**src/design/mavlink_frame_receiver_assert.svh**
```systemverilog
// ----------------------------------------------------------------------------
// mavlink_frame_receiver_assert.svh
// Assertion macros shared by the frame receiver RTL.
// ----------------------------------------------------------------------------
`ifndef MAVLINK_FRAME_RECEIVER_ASSERT_SVH
`define MAVLINK_FRAME_RECEIVER_ASSERT_SVH

// Same-cycle implication, held off during reset.
`define MFR_ASSERT_IMPLY(label, ante, cons, msg) \
    label: assert property (@(posedge i_clk) disable iff (!i_rst_n) \
        (ante) |-> (cons)) else $error(msg);

// Next-cycle implication, held off during reset.
`define MFR_ASSERT_NEXT(label, ante, cons, msg) \
    label: assert property (@(posedge i_clk) disable iff (!i_rst_n) \
        (ante) |=> (cons)) else $error(msg);

`endif

```
**src/design/mfr_pkg.sv**
```systemverilog
// ----------------------------------------------------------------------------
// mfr_pkg
// Constants, result word layout and CRC helpers for the frame receiver.
// ----------------------------------------------------------------------------
package mfr_pkg;

    localparam int unsigned PosW = 9;

    localparam logic [7:0] STX_V1 = 8'hFE;
    localparam logic [7:0] STX_V2 = 8'hFD;

    localparam logic [PosW-1:0] HDR_V1  = 9'd6;
    localparam logic [PosW-1:0] HDR_V2  = 9'd10;
    localparam logic [PosW-1:0] SIG_LEN = 9'd13;

    localparam logic [PosW-1:0] POS_LEN   = 9'd1;
    localparam logic [PosW-1:0] POS_FLAGS = 9'd2;
    localparam logic [PosW-1:0] POS_ID_V1 = 9'd5;
    localparam logic [PosW-1:0] POS_ID0   = 9'd7;
    localparam logic [PosW-1:0] POS_ID1   = 9'd8;
    localparam logic [PosW-1:0] POS_ID2   = 9'd9;
    // Longest frame: v2 header, full payload, CRC and signature.
    localparam logic [PosW-1:0] POS_MAX   = 9'd280;

    localparam logic [15:0] CRC_INIT = 16'hFFFF;

    localparam logic KIND_PAYLOAD   = 1'b0;
    localparam logic KIND_FRAME_END = 1'b1;

    localparam int unsigned DataW = 56;

    // Result fields, payload_byte in the lowest bits.
    typedef struct packed {
        logic        version_two;
        logic        signed_frame;
        logic        known_message;
        logic        crc_good;
        logic [7:0]  payload_length;
        logic [23:0] message_id;
        logic [7:0]  payload_offset;
        logic [7:0]  payload_byte;
    } t_result;

    // One byte of CRC-16/MCRF4XX.
    function automatic logic [15:0] crc_step(input logic [7:0] b, input logic [15:0] crc);
        logic [7:0] t;
        t = b ^ crc[7:0];
        t = t ^ {t[3:0], 4'b0000};
        return {8'h00, crc[15:8]} ^ {t, 8'h00} ^ {5'b00000, t, 3'b000} ^ {12'h000, t[7:4]};
    endfunction

    function automatic logic [7:0] msg_crc_seed(input logic [23:0] id);
        logic [7:0] e;
        case (id)
            24'd0:   e = 8'd50;
            24'd1:   e = 8'd124;
            24'd24:  e = 8'd24;
            24'd30:  e = 8'd39;
            24'd74:  e = 8'd20;
            default: e = 8'd0;
        endcase
        return e;
    endfunction

    function automatic logic known_id(input logic [23:0] id);
        return (id == 24'd0) || (id == 24'd1) || (id == 24'd24) ||
               (id == 24'd30) || (id == 24'd74);
    endfunction

endpackage

```
**src/design/mavlink_frame_receiver.sv**
```systemverilog
// ----------------------------------------------------------------------------
// mavlink_frame_receiver
// A word accepted at the input is registered in the input register and, once
// the result slot is free, its result is registered in the result register.
// Throughput: one byte per cycle while results are taken; a waiting result
// holds the parser and lets at most one more word into the input register.
// Reset (synchronous, active low) empties both registers and returns the
// parser to hunting for a start byte with the CRC preset to all ones.
// ----------------------------------------------------------------------------
`include "mavlink_frame_receiver_assert.svh"

module mavlink_frame_receiver
    import mfr_pkg::*;
(
    input  logic             i_clk,
    input  logic             i_rst_n,
    // Byte stream in
    input  logic             i_s_axis_tvalid,
    output logic             o_s_axis_tready,
    input  logic [7:0]       i_s_axis_tdata,   // [7:0] rx_byte
    // Results out
    output logic             o_m_axis_tvalid,
    input  logic             i_m_axis_tready,
    // [7:0] payload_byte, [15:8] payload_offset, [39:16] message_id,
    // [47:40] payload_length, [48] crc_good, [49] known_message,
    // [50] signed_frame, [51] version_two, [55:52] zero
    output logic [DataW-1:0] o_m_axis_tdata,
    output logic             o_m_axis_tuser    // [0] kind: 0 payload, 1 frame end
);

    // Input register
    logic            r_s1_valid;
    logic [7:0]      r_s1_byte;

    // Parser state
    logic [PosW-1:0] r_pos;        // 0 while hunting, else index of next byte
    logic            r_v2;
    logic [7:0]      r_len;
    logic            r_sig;
    logic [23:0]     r_id;
    logic [15:0]     r_crc;
    logic [15:0]     r_rcv;

    // Result register
    logic            r_out_valid;
    logic            r_out_kind;
    t_result         r_out;

    logic            adv;
    logic            proc;
    logic [7:0]      b;
    logic [PosW-1:0] hdr;
    logic [PosW-1:0] body_end;
    logic [PosW-1:0] last_idx;
    logic            hunting;
    logic            in_body;
    logic            emit_payload;
    logic            emit_end;
    logic [15:0]     rcv_full;
    logic [15:0]     crc_fin;
    logic [PosW-1:0] offset_wide;

    // Advance the pipe when the result slot is free or being taken.
    assign adv             = !r_out_valid || i_m_axis_tready;
    assign proc            = r_s1_valid && adv;
    assign o_s_axis_tready = !r_s1_valid || adv;

    assign b       = r_s1_byte;
    assign hunting = (r_pos == '0);
    assign hdr     = r_v2 ? HDR_V2 : HDR_V1;
    // Length is captured at index 1, long before any test below can match.
    assign body_end = hdr + {1'b0, r_len};
    assign last_idx = body_end + 9'd1 + ((r_v2 && r_sig) ? SIG_LEN : 9'd0);
    assign in_body  = (r_pos < body_end);

    assign emit_payload = !hunting && in_body && (r_pos >= hdr);
    assign emit_end     = !hunting && (r_pos == last_idx);

    // The high CRC byte may arrive in the very cycle that closes the frame.
    assign rcv_full    = (r_pos == body_end + 9'd1) ? {b, r_rcv[7:0]} : r_rcv;
    assign crc_fin     = crc_step(msg_crc_seed(r_id), r_crc);
    assign offset_wide = r_pos - hdr;

    // Input register
    always_ff @(posedge i_clk) begin
        if (!i_rst_n) begin
            r_s1_valid <= 1'b0;
        end else if (o_s_axis_tready) begin
            r_s1_valid <= i_s_axis_tvalid;
        end
        if (o_s_axis_tready) begin
            r_s1_byte <= i_s_axis_tdata;
        end
    end

    // Parser state
    always_ff @(posedge i_clk) begin
        if (!i_rst_n) begin
            r_pos <= '0;
            r_v2  <= 1'b0;
            r_len <= '0;
            r_sig <= 1'b0;
            r_id  <= '0;
            r_crc <= CRC_INIT;
            r_rcv <= '0;
        end else if (proc) begin
            if (hunting) begin
                // Drop anything that is not a start byte.
                if (b == STX_V1 || b == STX_V2) begin
                    r_pos <= 9'd1;
                    r_v2  <= (b == STX_V2);
                    r_len <= '0;
                    r_sig <= 1'b0;
                    r_id  <= '0;
                    r_crc <= CRC_INIT;
                    r_rcv <= '0;
                end
            end else begin
                r_pos <= emit_end ? '0 : r_pos + 9'd1;
                if (r_pos == POS_LEN) begin
                    r_len <= b;
                end
                if (r_v2 && r_pos == POS_FLAGS) begin
                    r_sig <= b[0];
                end
                if (!r_v2 && r_pos == POS_ID_V1) begin
                    r_id <= {16'h0000, b};
                end
                if (r_v2 && r_pos == POS_ID0) begin
                    r_id[7:0] <= r_id[7:0] | b;
                end
                if (r_v2 && r_pos == POS_ID1) begin
                    r_id[15:8] <= r_id[15:8] | b;
                end
                if (r_v2 && r_pos == POS_ID2) begin
                    r_id[23:16] <= r_id[23:16] | b;
                end
                // Header after the start byte and payload feed the CRC; then the two CRC bytes.
                if (in_body) begin
                    r_crc <= crc_step(b, r_crc);
                end else if (r_pos == body_end) begin
                    r_rcv[7:0] <= b;
                end else if (r_pos == body_end + 9'd1) begin
                    r_rcv[15:8] <= b;
                end
            end
        end
    end

    // Result register
    always_ff @(posedge i_clk) begin
        if (!i_rst_n) begin
            r_out_valid <= 1'b0;
        end else if (adv) begin
            r_out_valid <= proc && (emit_payload || emit_end);
        end
        if (proc && (emit_payload || emit_end)) begin
            r_out_kind           <= emit_end ? KIND_FRAME_END : KIND_PAYLOAD;
            r_out.payload_byte   <= emit_end ? 8'h00 : b;
            r_out.payload_offset <= emit_end ? 8'h00 : offset_wide[7:0];
            r_out.message_id     <= r_id;
            r_out.payload_length <= r_len;
            r_out.crc_good       <= emit_end && (crc_fin == rcv_full);
            r_out.known_message  <= known_id(r_id);
            r_out.signed_frame   <= r_v2 && r_sig;
            r_out.version_two    <= r_v2;
        end
    end

    assign o_m_axis_tvalid = r_out_valid;
    assign o_m_axis_tuser  = r_out_kind;
    assign o_m_axis_tdata  = {{(DataW - $bits(t_result)){1'b0}}, r_out};

    // Checks
    `MFR_ASSERT_NEXT(a_hunt_silent, proc && hunting, !r_out_valid,
        "result produced while hunting")
    `MFR_ASSERT_NEXT(a_end_rehunt, proc && emit_end, r_pos == '0,
        "parser did not return to hunting after frame end")
    `MFR_ASSERT_IMPLY(a_pos_range, 1'b1, r_pos <= POS_MAX,
        "byte position beyond longest frame")
    `MFR_ASSERT_IMPLY(a_offset_in_len, r_out_valid && r_out_kind == KIND_PAYLOAD,
        r_out.payload_offset < r_out.payload_length,
        "payload offset not below payload length")

endmodule
```
**config.mk**
```make
export PLATFORM = sky130hd
export DESIGN_NAME = mavlink_frame_receiver
export DESIGN_NICKNAME = d
export VERILOG_FILES = /design/src/design/mfr_pkg.sv /design/src/design/mavlink_frame_receiver.sv
export VERILOG_INCLUDE_DIRS = /design/src /design/src/design
export SDC_FILE = /design/constraint.sdc
export NUM_CORES = 1
export LEC_CHECK = 0
export BUFFER_PORTS_ARGS = -buffer_cell sky130_fd_sc_hd__buf_2
export CORE_MARGIN = 1.5
export CORE_UTILIZATION = 54
export CTS_CLUSTER_DIAMETER = 50
export DETAILED_ROUTE_END_ITERATION = 12
export PLACE_DENSITY_LB_ADDON = 0.2
export SYNTH_ARGS = -nofsm -noshare
export SYNTH_HDL_FRONTEND = slang
export SYNTH_SLANG_ARGS = --single-unit
```
**constraint.sdc**
```tcl
create_clock -name i_clk -period 6.3 [get_ports i_clk]
set_clock_uncertainty 0.05 [all_clocks]
set_input_delay 0.63 -clock i_clk [delete_from_list [all_inputs] [get_ports i_clk]]
set_output_delay 0.63 -clock i_clk [all_outputs]
set_load 0.03 [all_outputs]
```
# [Word level (Yosys, flattened, before mapping)]
# Cells that the tools add are included.
[totals] register_bits=138 latchBits=0 ram_bits=0 mem_bits_ro=0 in_bits=12 out_inout_bits=59 word_cells=134 n_memories=0
[classes] addsub=5 mul=0 div_mod_pow=0 n_lt_le_gt_ge=2 eq_ne=19 shift=0 mux=29 bitwise_logic=13 n_reduce_logical=44
[op_table] cell="16-bit 2-to-1 mux" count=7
[op_table] cell="24-bit 2-to-1 mux" count=3
[op_table] cell="8-bit 2-to-1 mux" count=9
[op_table] cell="24-bit by 5-bit == test with 1-bit output, second input constant" count=2
[op_table] cell="7-bit one-hot mux with 5 select lines" count=1
[op_table] cell="16-bit by 11-bit XOR with 16-bit output" count=2
[op_table] cell="16-bit by 4-bit XOR with 16-bit output" count=2
[op_table] cell="8-bit by 16-bit XOR with 16-bit output" count=2
[op_table] cell="8-bit XOR" count=4
[op_table] cell="9-bit == test" count=3
[op_table] cell="9-bit 2-to-1 mux" count=3
[op_table] cell="24-bit by 1-bit == test with 1-bit output, second input constant" count=1
[op_table] cell="24-bit by 7-bit == test with 1-bit output, second input constant" count=1
[op_table] cell="24-bit zero test" count=1
[op_table] cell="8-bit bitwise OR" count=3
[op_table] cell="3-bit AND reduction" count=7
[op_table] cell="9-bit by 1-bit adder with 9-bit output, second input constant" count=2
[op_table] cell="9-bit by 3-bit == test with 1-bit output, second input constant" count=2
[op_table] cell="9-bit by 4-bit == test with 1-bit output, second input constant" count=2
[op_table] cell="16-bit == test" count=1
[op_table] cell="8-bit == test, second input constant" count=2
[op_table] cell="1-bit logical AND" count=12
[op_table] cell="2-bit nonzero test" count=5
[op_table] cell="4-bit by 8-bit adder with 9-bit output" count=1
[op_table] cell="other kinds (17)" count=34

# [Depth between registers and ports, before layout]
# Gate-level depths: netlist (run 1).
[logic_depth] depth_word=9 depth_mapped=18 depth_no_buf=16

# [Least setup slack after synthesis (run 1)]
# Ideal clock, no wire load.
[synth_timing] kind="flip-flop to flip-flop" startpoint="register r_v2" endpoint="register r_out (netlist bit o_m_axis_tdata[0]), enable pin" setup_ns=0.470 arrival_time_ns=6.119 required_ns=5.780 setup_slack_ns=-0.339 path_stages_with_launch=17 path_buffers=2 period_less_slack_ns=6.639 path_cell_list="dfxtp_1 > inv_1 > fa_1 > xor2_1 > and2_1 > clkbuf_1 > nor2_2 > ha_1 > a21oi_1 > a211oi_1 > a31oi_1 > or3b_2 > a221oi_1 > o2111ai_1 > clkbuf_1 > o31ai_1 > nor2b_1"
[synth_between] elab_chain_cells=8 elab_cells_between_ends=14 classes_between="add/sub (3); order compare (2); eq/ne (1); mux (2); reduce/logical (6)"
[synth_rtl] element="start, declared" line="mavlink_frame_receiver.sv:37" source="logic r_v2;"
[synth_rtl] element="start signal, assigned" line="mavlink_frame_receiver.sv:111" source="r_v2 <= (b == STX_V2);"
[synth_rtl] element="4-bit 2-to-1 mux" line="mavlink_frame_receiver.sv:70" source="assign hdr = r_v2 ? HDR_V2 : HDR_V1;"
[synth_rtl] element="4-bit by 8-bit adder with 9-bit output" line="mavlink_frame_receiver.sv:72" source="assign body_end = hdr + {1'b0, r_len};"
[synth_rtl] element="9-bit by 1-bit adder with 9-bit output" line="mavlink_frame_receiver.sv:73" source="assign last_idx = body_end + 9'd1 + ((r_v2 && r_sig) ? SIG_LEN : 9'd0);"
[synth_rtl] element="9-bit by 4-bit adder with 9-bit output" line="mavlink_frame_receiver.sv:73"
[synth_rtl] element="9-bit == test" line="mavlink_frame_receiver.sv:77" source="assign emit_end = !hunting && (r_pos == last_idx);"
[synth_rtl] element="1-bit logical AND" line="mavlink_frame_receiver.sv:77"
[synth_rtl] element="1-bit logical OR *" line="mavlink_frame_receiver.sv:157" source="if (proc && (emit_payload || emit_end)) begin"
[synth_rtl] element="1-bit logical AND *" line="mavlink_frame_receiver.sv:157"
[synth_rtl] element="end, declared" line="mavlink_frame_receiver.sv:47" source="t_result r_out;"
# Mark *: on every way between the ends. The rest lies on a longest branch, timed or not.
# A chain may end at the register's enable or synchronous reset.

# [Worst setup path in the final report (run 1)]
[layout_timing] startpoint="register r_v2" endpoint="register r_out (netlist bit o_m_axis_tdata[48]), enable pin"
# Same word-level chain as after synthesis.

==> results.ini, run 1 <==
[run_status]
outcome = completed

[drt]
wl_um = 16300
vias = 5364
ant_nets = 0
wl_met2_um = 7490
route.detailed.drc = 0
met3WireLength_um = 1050
wire_per_inst_um = 17.4
vias_per_cell = 5.72
wl_met1_um = 7380
drt_iter0_markers = 423
firstDrtPassIters = 5
top_layer = met4

[clocking]
cts_tree = yes
htree_levels = 4
clockRootBuffer = clkbuf_16
cts_buffer_depth = 2
clkTransAtPathRegs_ns = 0.06
postCtsSetupRepairBufs = 0
cts_buffers = 17
ctsResizeCount = 0
postCtsHoldBufs = 0
cts_sinks = 138
clock_latency_ns = 0.42

[setup_path]
crit_chain = inv_1 > fa_1 > xor2_1 > and2_1 > nor2_2 > ha_1 > a21oi_1 > a211oi_1 > a31oi_1 > or3b_2 > a221oi_1 > o2111ai_1 > o31ai_1 > nor2b_4 > buf_12
cp_max_fo = 47
critPathRequiredTime_ns = 6.36
cpPeakStageDelay_ns = 0.53
crit_slowest_cell = o2111ai_1
cp-end-kind = flop
arrival_ns = 5.57
crit_type = reg -> reg
worst-path-buf-inv = 2
cp-start-kind = flop
cp_top_family = compound AO/OA/AOI/OAI gates

[finish]
fillers = 1070
fin_nets = 790
drive_gt1_frac = 0.157
num_antenna_cells = 0
multi_input_area_mm2 = 0.00351
regArea_mm2 = 0.00337
syn2layout_area_growth_pct = 13.8

[timing]
rsz0062_at_grt = no
setup_tns_ns = 0
fmax_mhz = 181
period_needed_ns = 5.51
whs_ns = 0.332
slew_violations = 0
period_share = 0.875
hold_violations = 0
slew_headroom = 0.280
worstMarginPinSlew_ns = 1.08
final-setup-viol-count = 0

[synthesis]
synth_compound_area_frac = 0.127
synth_area_mm2 = 0.00709
async_flop_share = 0
syn-instance-count = 704
ys_types = 69
synth_enable_flop_cells = 61
synth.top_cell.area_share = 0.258
yosysTopAreaCell = edfxtp_1
synth-simple-area-share = 0.180
yosysWarnings = 0
synth.area.mux_share = 0.0157
dominantRegCellSynth = dfxtp_1
synth.avg_cell_area_um2 = 10.1
synth-seq-area-share = 0.476
synth_xor_area_frac = 0.122
synth_top_family_by_area = simple AND/OR/NAND/NOR gates
ys_ff_latch = 138
synth_area_leaders = edfxtp_1 26%, dfxtp_1 22%, xnor2_1 7.7%
synthAdderAreaFrac = 0.0462

[placement]
dp.final_hpwl_um = 11400
io_buffers = 66
place_congestion = 0.905

[floorplanning]
num_rows = 41
core_area_mm2 = 0.0127
dieHeight_um = 118
num_io_pins = 71
initial_utilization = 0.557
dieArea_mm2 = 0.0138
die-width_um = 118

[flow_run]
cap_violations = 0

[power]
p_per_area_mw_per_mm2 = 240
ir_drop_mv = 0.229
p_leak_uw = 0.00315

[global_route]
grt_antenna_before_repair = 0
grt_first_pass_wirelength_um = 26300
grt_usage = 0.242
gr-total-overflow = 0
first_global_vias = 5164
grt_max_degree = 58

[worst_hold_path]
holdCritPathClass = in -> reg

==> Yosys cell counts, types with 2 or more instances <==
library cell	n
dfxtp_1	77
xnor2_1	62
edfxtp_1	61
nor2_1	57
nand2_1	48
a21oi_1	37
clkbuf_1	34
nor2b_1	33
xor2_1	30
a22oi_1	24
ha_1	23
nand3_1	23
o22ai_1	19
and2_1	18
nor4_1	12
inv_1	11
a21o_1	10
mux2i_1	10
o21ai_0	10
a21boi_0	9
nor3_1	8
and3_1	7
nand2b_1	6
nand4_1	6
buf_4	5
nor3b_1	5
a31oi_1	3
o2111ai_1	3
or2_2	3
a211oi_1	2
a221oi_1	2
fa_1	2
inv_2	2
nor2_2	2
o21a_1	2
o21ai_1	2
o21bai_1	2
or4_1	2
or4b_2	2
==> path summary, 6_finish.rpt <==
kind / from / endpoint / slack (ns) / cells past startpoint
worst min-delay path: i_s_axis_tdata[3] / b[3]$_DFFE_PP_ / 0.33 / 1
worst max register to register: r_v2$_SDFFE_PN0P_ / o_m_axis_tdata[48]$_DFFE_PP_ / 0.79 / 15
worst max-delay path: r_v2$_SDFFE_PN0P_ / o_m_axis_tdata[48]$_DFFE_PP_ / 0.79 / 15
worst min register to register: r_id[19]$_SDFFE_PN0P_ / o_m_axis_tdata[35]$_DFFE_PP_ / 0.41 / 0
==> through the flow <==
stage | setup slack [ns] | utilization | area, um^2 | instances | total power, uW
after floorplan | 0.663 | - | 7100 | 707 | 994
after global placement | 1.20 | 0.590 | 7510 | 906 | 1010
after detailed placement | 0.967 | 0.590 | 7510 | 906 | 1010
after CTS | 0.873 | 0.634 | 8070 | 938 | 1950
after global routing | 0.423 | 0.634 | 8070 | 938 | 1990
final | 0.787 | 0.634 | 8070 | 938 | 1930
==> layer usage <==
metal | track usage | up-vias
met4 | 0.104 | 0
met2 | 0.379 | 200
met3 | 0.0562 | 32
met5 | 0 | -
li1 | - | 2585
met1 | 0.323 | 2547
==> kinds of logic (layout without fill, tap and decap cells) <==
| kind of cell | Yosys count | after routing |
|---|---|---|
| xor+xnor | 95 | 95 |
| compound gates | 136 | 136 |
| mux | 11 | 11 |
| flops | 138 | 138 |
| simple gates | 243 | 243 |
| other cells | 1 | 4 |
| fa+ha+maj | 25 | 25 |
| buf+inv | 55 | 114 |
==> where the power goes <==
group	total (uW)	internal (uW)	leakage [uW]	switching, uW
Clock	945	551	0.000273	394
Combinational	44.1	18.7	0.00163	25.4
Sequential	945	932	0.00125	12.9
Total	1930	1500	0.00315	432
==> registers in the layout, summed over array words and instances (netlist names), 8 cells and up <==
signal	flops
r_rcv	16
r_len	8
r_pos	9
b	8
r_crc	16
r_id	24
o_m_axis_tdata	52
==> cell type report <==
| class | instances | share of cell area |
|---|---|---|
| clock buffers | 18 | 0.0532 |
| clock inverters | 14 | 0.0166 |
| inverters | 14 | 0.00651 |
| multi-input cells | 514 | 0.435 |
| flip-flops and latches | 138 | 0.418 |
| well taps | 172 | 0.0267 |
| repair buffers | 68 | 0.0443 |
==> worst register-to-register path, delay by kind of cell, from the launching register on <==
| kind | cells | cell delay (ns) |
|---|---|---|
| AOI/OAI and AO/OA | 6 | 1.54 |
| and+or+nand+nor | 4 | 1.31 |
| adders and majority gates | 2 | 0.85 |
| buffers and inverters | 2 | 0.50 |
| DFF | 1 | 0.45 |
| xor gates and xnor gates | 1 | 0.44 |
==> placed cells by master, fill, tap and decap left out, types with 18 or more instances in the layout <==
master,count
ha_1,23
xnor2_1,62
a22oi_1,24
xor2_1,30
dfxtp_1,77
nand2_1,48
a21oi_1,37
nand3_1,23
and2_1,18
nor2b_1,32
buf_2,66
o22ai_1,19
edfxtp_1,61
nor2_1,57
Note: power is estimated with default switching activity, not from simulation.
==> inputs of run 2 (changes only) <==
==> constraint.sdc (replaced) <==
create_clock -name i_clk -period 4.93 [get_ports i_clk]
set_clock_uncertainty 0.05 [all_clocks]
set_input_delay 0.493 -clock i_clk [delete_from_list [all_inputs] [get_ports i_clk]]
set_output_delay 0.493 -clock i_clk [all_outputs]
set_load 0.03 [all_outputs]
==> run 2 against run 1 <==
Against the previous run: first-iteration DRC count down 2.4%; worst setup slack worse by 0.46 ns; clock power up 29%; fmax up 20%; total power up 28%.
==> results.ini, run 2 (synthesis results as in run 1) <==
[run_status]
outcome = completed

[drt]
wire_per_inst_um = 17.4
drt_iter0_markers = 413
vias = 5408
firstDrtPassIters = 5
vias_per_cell = 5.74
ant_nets = 0
route.detailed.drc = 0
wl_um = 16400

[finish]
final_common_cell = dfxtp_1
drive_gt1_frac = 0.164
largest_reg_flops = 52
syn2layout_area_growth_pct = 14.6
fillers = 1060
num_antenna_cells = 0
fin_util = 0.638
finish.instance_area_mm2 = 0.00812
instances_no_fill = 942
final_cell_mix = 77 x dfxtp_1, 66 x buf_2, 62 x xnor2_1
fin_nets = 794

[global_route]
grt_first_pass_wirelength_um = 26300
gr-total-overflow = 0
grt_usage = 0.242
grt_max_degree = 58
first_global_vias = 5154
grt_antenna_before_repair = 0

[timing]
period_needed_ns = 4.60
rsz0062_at_grt = no
fin_ws_ns = 0.327
setup_tns_ns = 0
slew_headroom = 0.361
slew_violations = 0
final-setup-viol-count = 0
fmax_mhz = 217
period_share = 0.934
hold_violations = 0
worstMarginPinSlew_ns = 0.959

[floorplanning]
num_rows = 41
die-width_um = 118
core_area_mm2 = 0.0127
initial_utilization = 0.557
dieArea_mm2 = 0.0138
num_io_pins = 71
dieHeight_um = 118

[setup_path]
cp_max_fo = 12
arrival_ns = 4.67
cp-end-kind = flop
crit_type = reg -> reg
crit_slowest_cell = fa_1
critPathRequiredTime_ns = 5.00
crit_chain = inv_1 > fa_1 > xor2_2 > and2_1 > nor2_2 > ha_1 > a21oi_1 > a211oi_1 > a31oi_2 > or3b_2 > a221oi_1 > o2111ai_1 > o31ai_1 > nor2b_4 > buf_4
cp-start-kind = flop
cpPeakStageDelay_ns = 0.51
rrSetupSlack_ns = 0.33

[clocking]
clockRootBuffer = clkbuf_16
postCtsHoldBufs = 0
cts_buffer_depth = 2
cts_buffers = 17
clock_latency_ns = 0.42
cts_tree = yes
cts_sinks = 138
htree_levels = 4
clkTransAtPathRegs_ns = 0.06

[placement]
dp.final_hpwl_um = 11400
place_ws_ns = 0.270
dpl_cell_area_mm2 = 0.00754
placed_cells = 909
place_congestion = 0.896
io_buffers = 66

[power]
p_per_area_mw_per_mm2 = 306
ir_drop_mv = 0.194
p_leak_uw = 0.00317

[flow_run]
cap_violations = 0

[worst_hold_path]
holdCritPathClass = in -> reg

==> run 2: changes by cell type in the layout (fill, tap and decap cells not counted), sizes merged <==
cell / before / now
buf: 68 / 72
clkinv: 4 / 5
inv: 21 / 20
==> run 2: report_power, final <==
group | internal (uW) | switching, uW
clock network | 706 | 511
registers | 1190 | 17.6
logic | 23.9 | 32.2
total | 1920 | 561
==> run 2: final cells by class <==
class                           instances  area (um^2)  area share
Clock buffer                           18          429      0.0528
Clock inverter                         14          138      0.0169
Inverter                               14         52.6     0.00647
Multi-Input combinational cell        514         3530       0.434
Sequential cell                       138         3370       0.415
Tap cell                              172          215      0.0265
Timing Repair Buffer                   72          388      0.0478
==> run 2: timing repair <==
action / in CTS / in global routing
resized for setup: 0 / 2
buffers inserted: 0 / 1
setup endpoints to repair: 0 / 52
==> run 2: through the flow <==
stage | power (uW) | hold slack, ns
2_1_floorplan | 1270 | 0.356
3_3_place_gp | 1290 | 0.400
3_5_place_dp | 1290 | 0.400
4_1_cts | 2490 | 0.183
5_1_grt | 2550 | 0.175
6_report | 2480 | 0.196
==> run 2: per-layer routing <==
layer | up-vias | track usage | wire length (um)
li1 | 2597 | - | -
met1 | 2594 | 0.334 | 7530
met2 | 190 | 0.380 | 7650
met3 | 27 | 0.0436 | 915
met4 | 0 | 0.0922 | 331
met5 | - | 0 | 0
==> run 2: path summary, 6_finish.rpt <==
check	start	cells after the start	end
min	i_s_axis_tdata[6]	1	b[6]$_DFFE_PP_
max	r_v2$_SDFFE_PN0P_	15	o_m_axis_tdata[18]$_DFFE_PP_
min reg2reg	r_id[15]$_SDFFE_PN0P_	0	o_m_axis_tdata[31]$_DFFE_PP_
max reg2reg	r_v2$_SDFFE_PN0P_	15	o_m_axis_tdata[18]$_DFFE_PP_
==> run 2: critical path, delay by kind of cell, from the launching register on <==
kind            cells  cell delay [ns]
fa+ha+maj           2             0.84
simple gates        4             1.19
compound gates      6             1.08
flops               1             0.46
buf+inv             2             0.37
xor+xnor            1             0.31
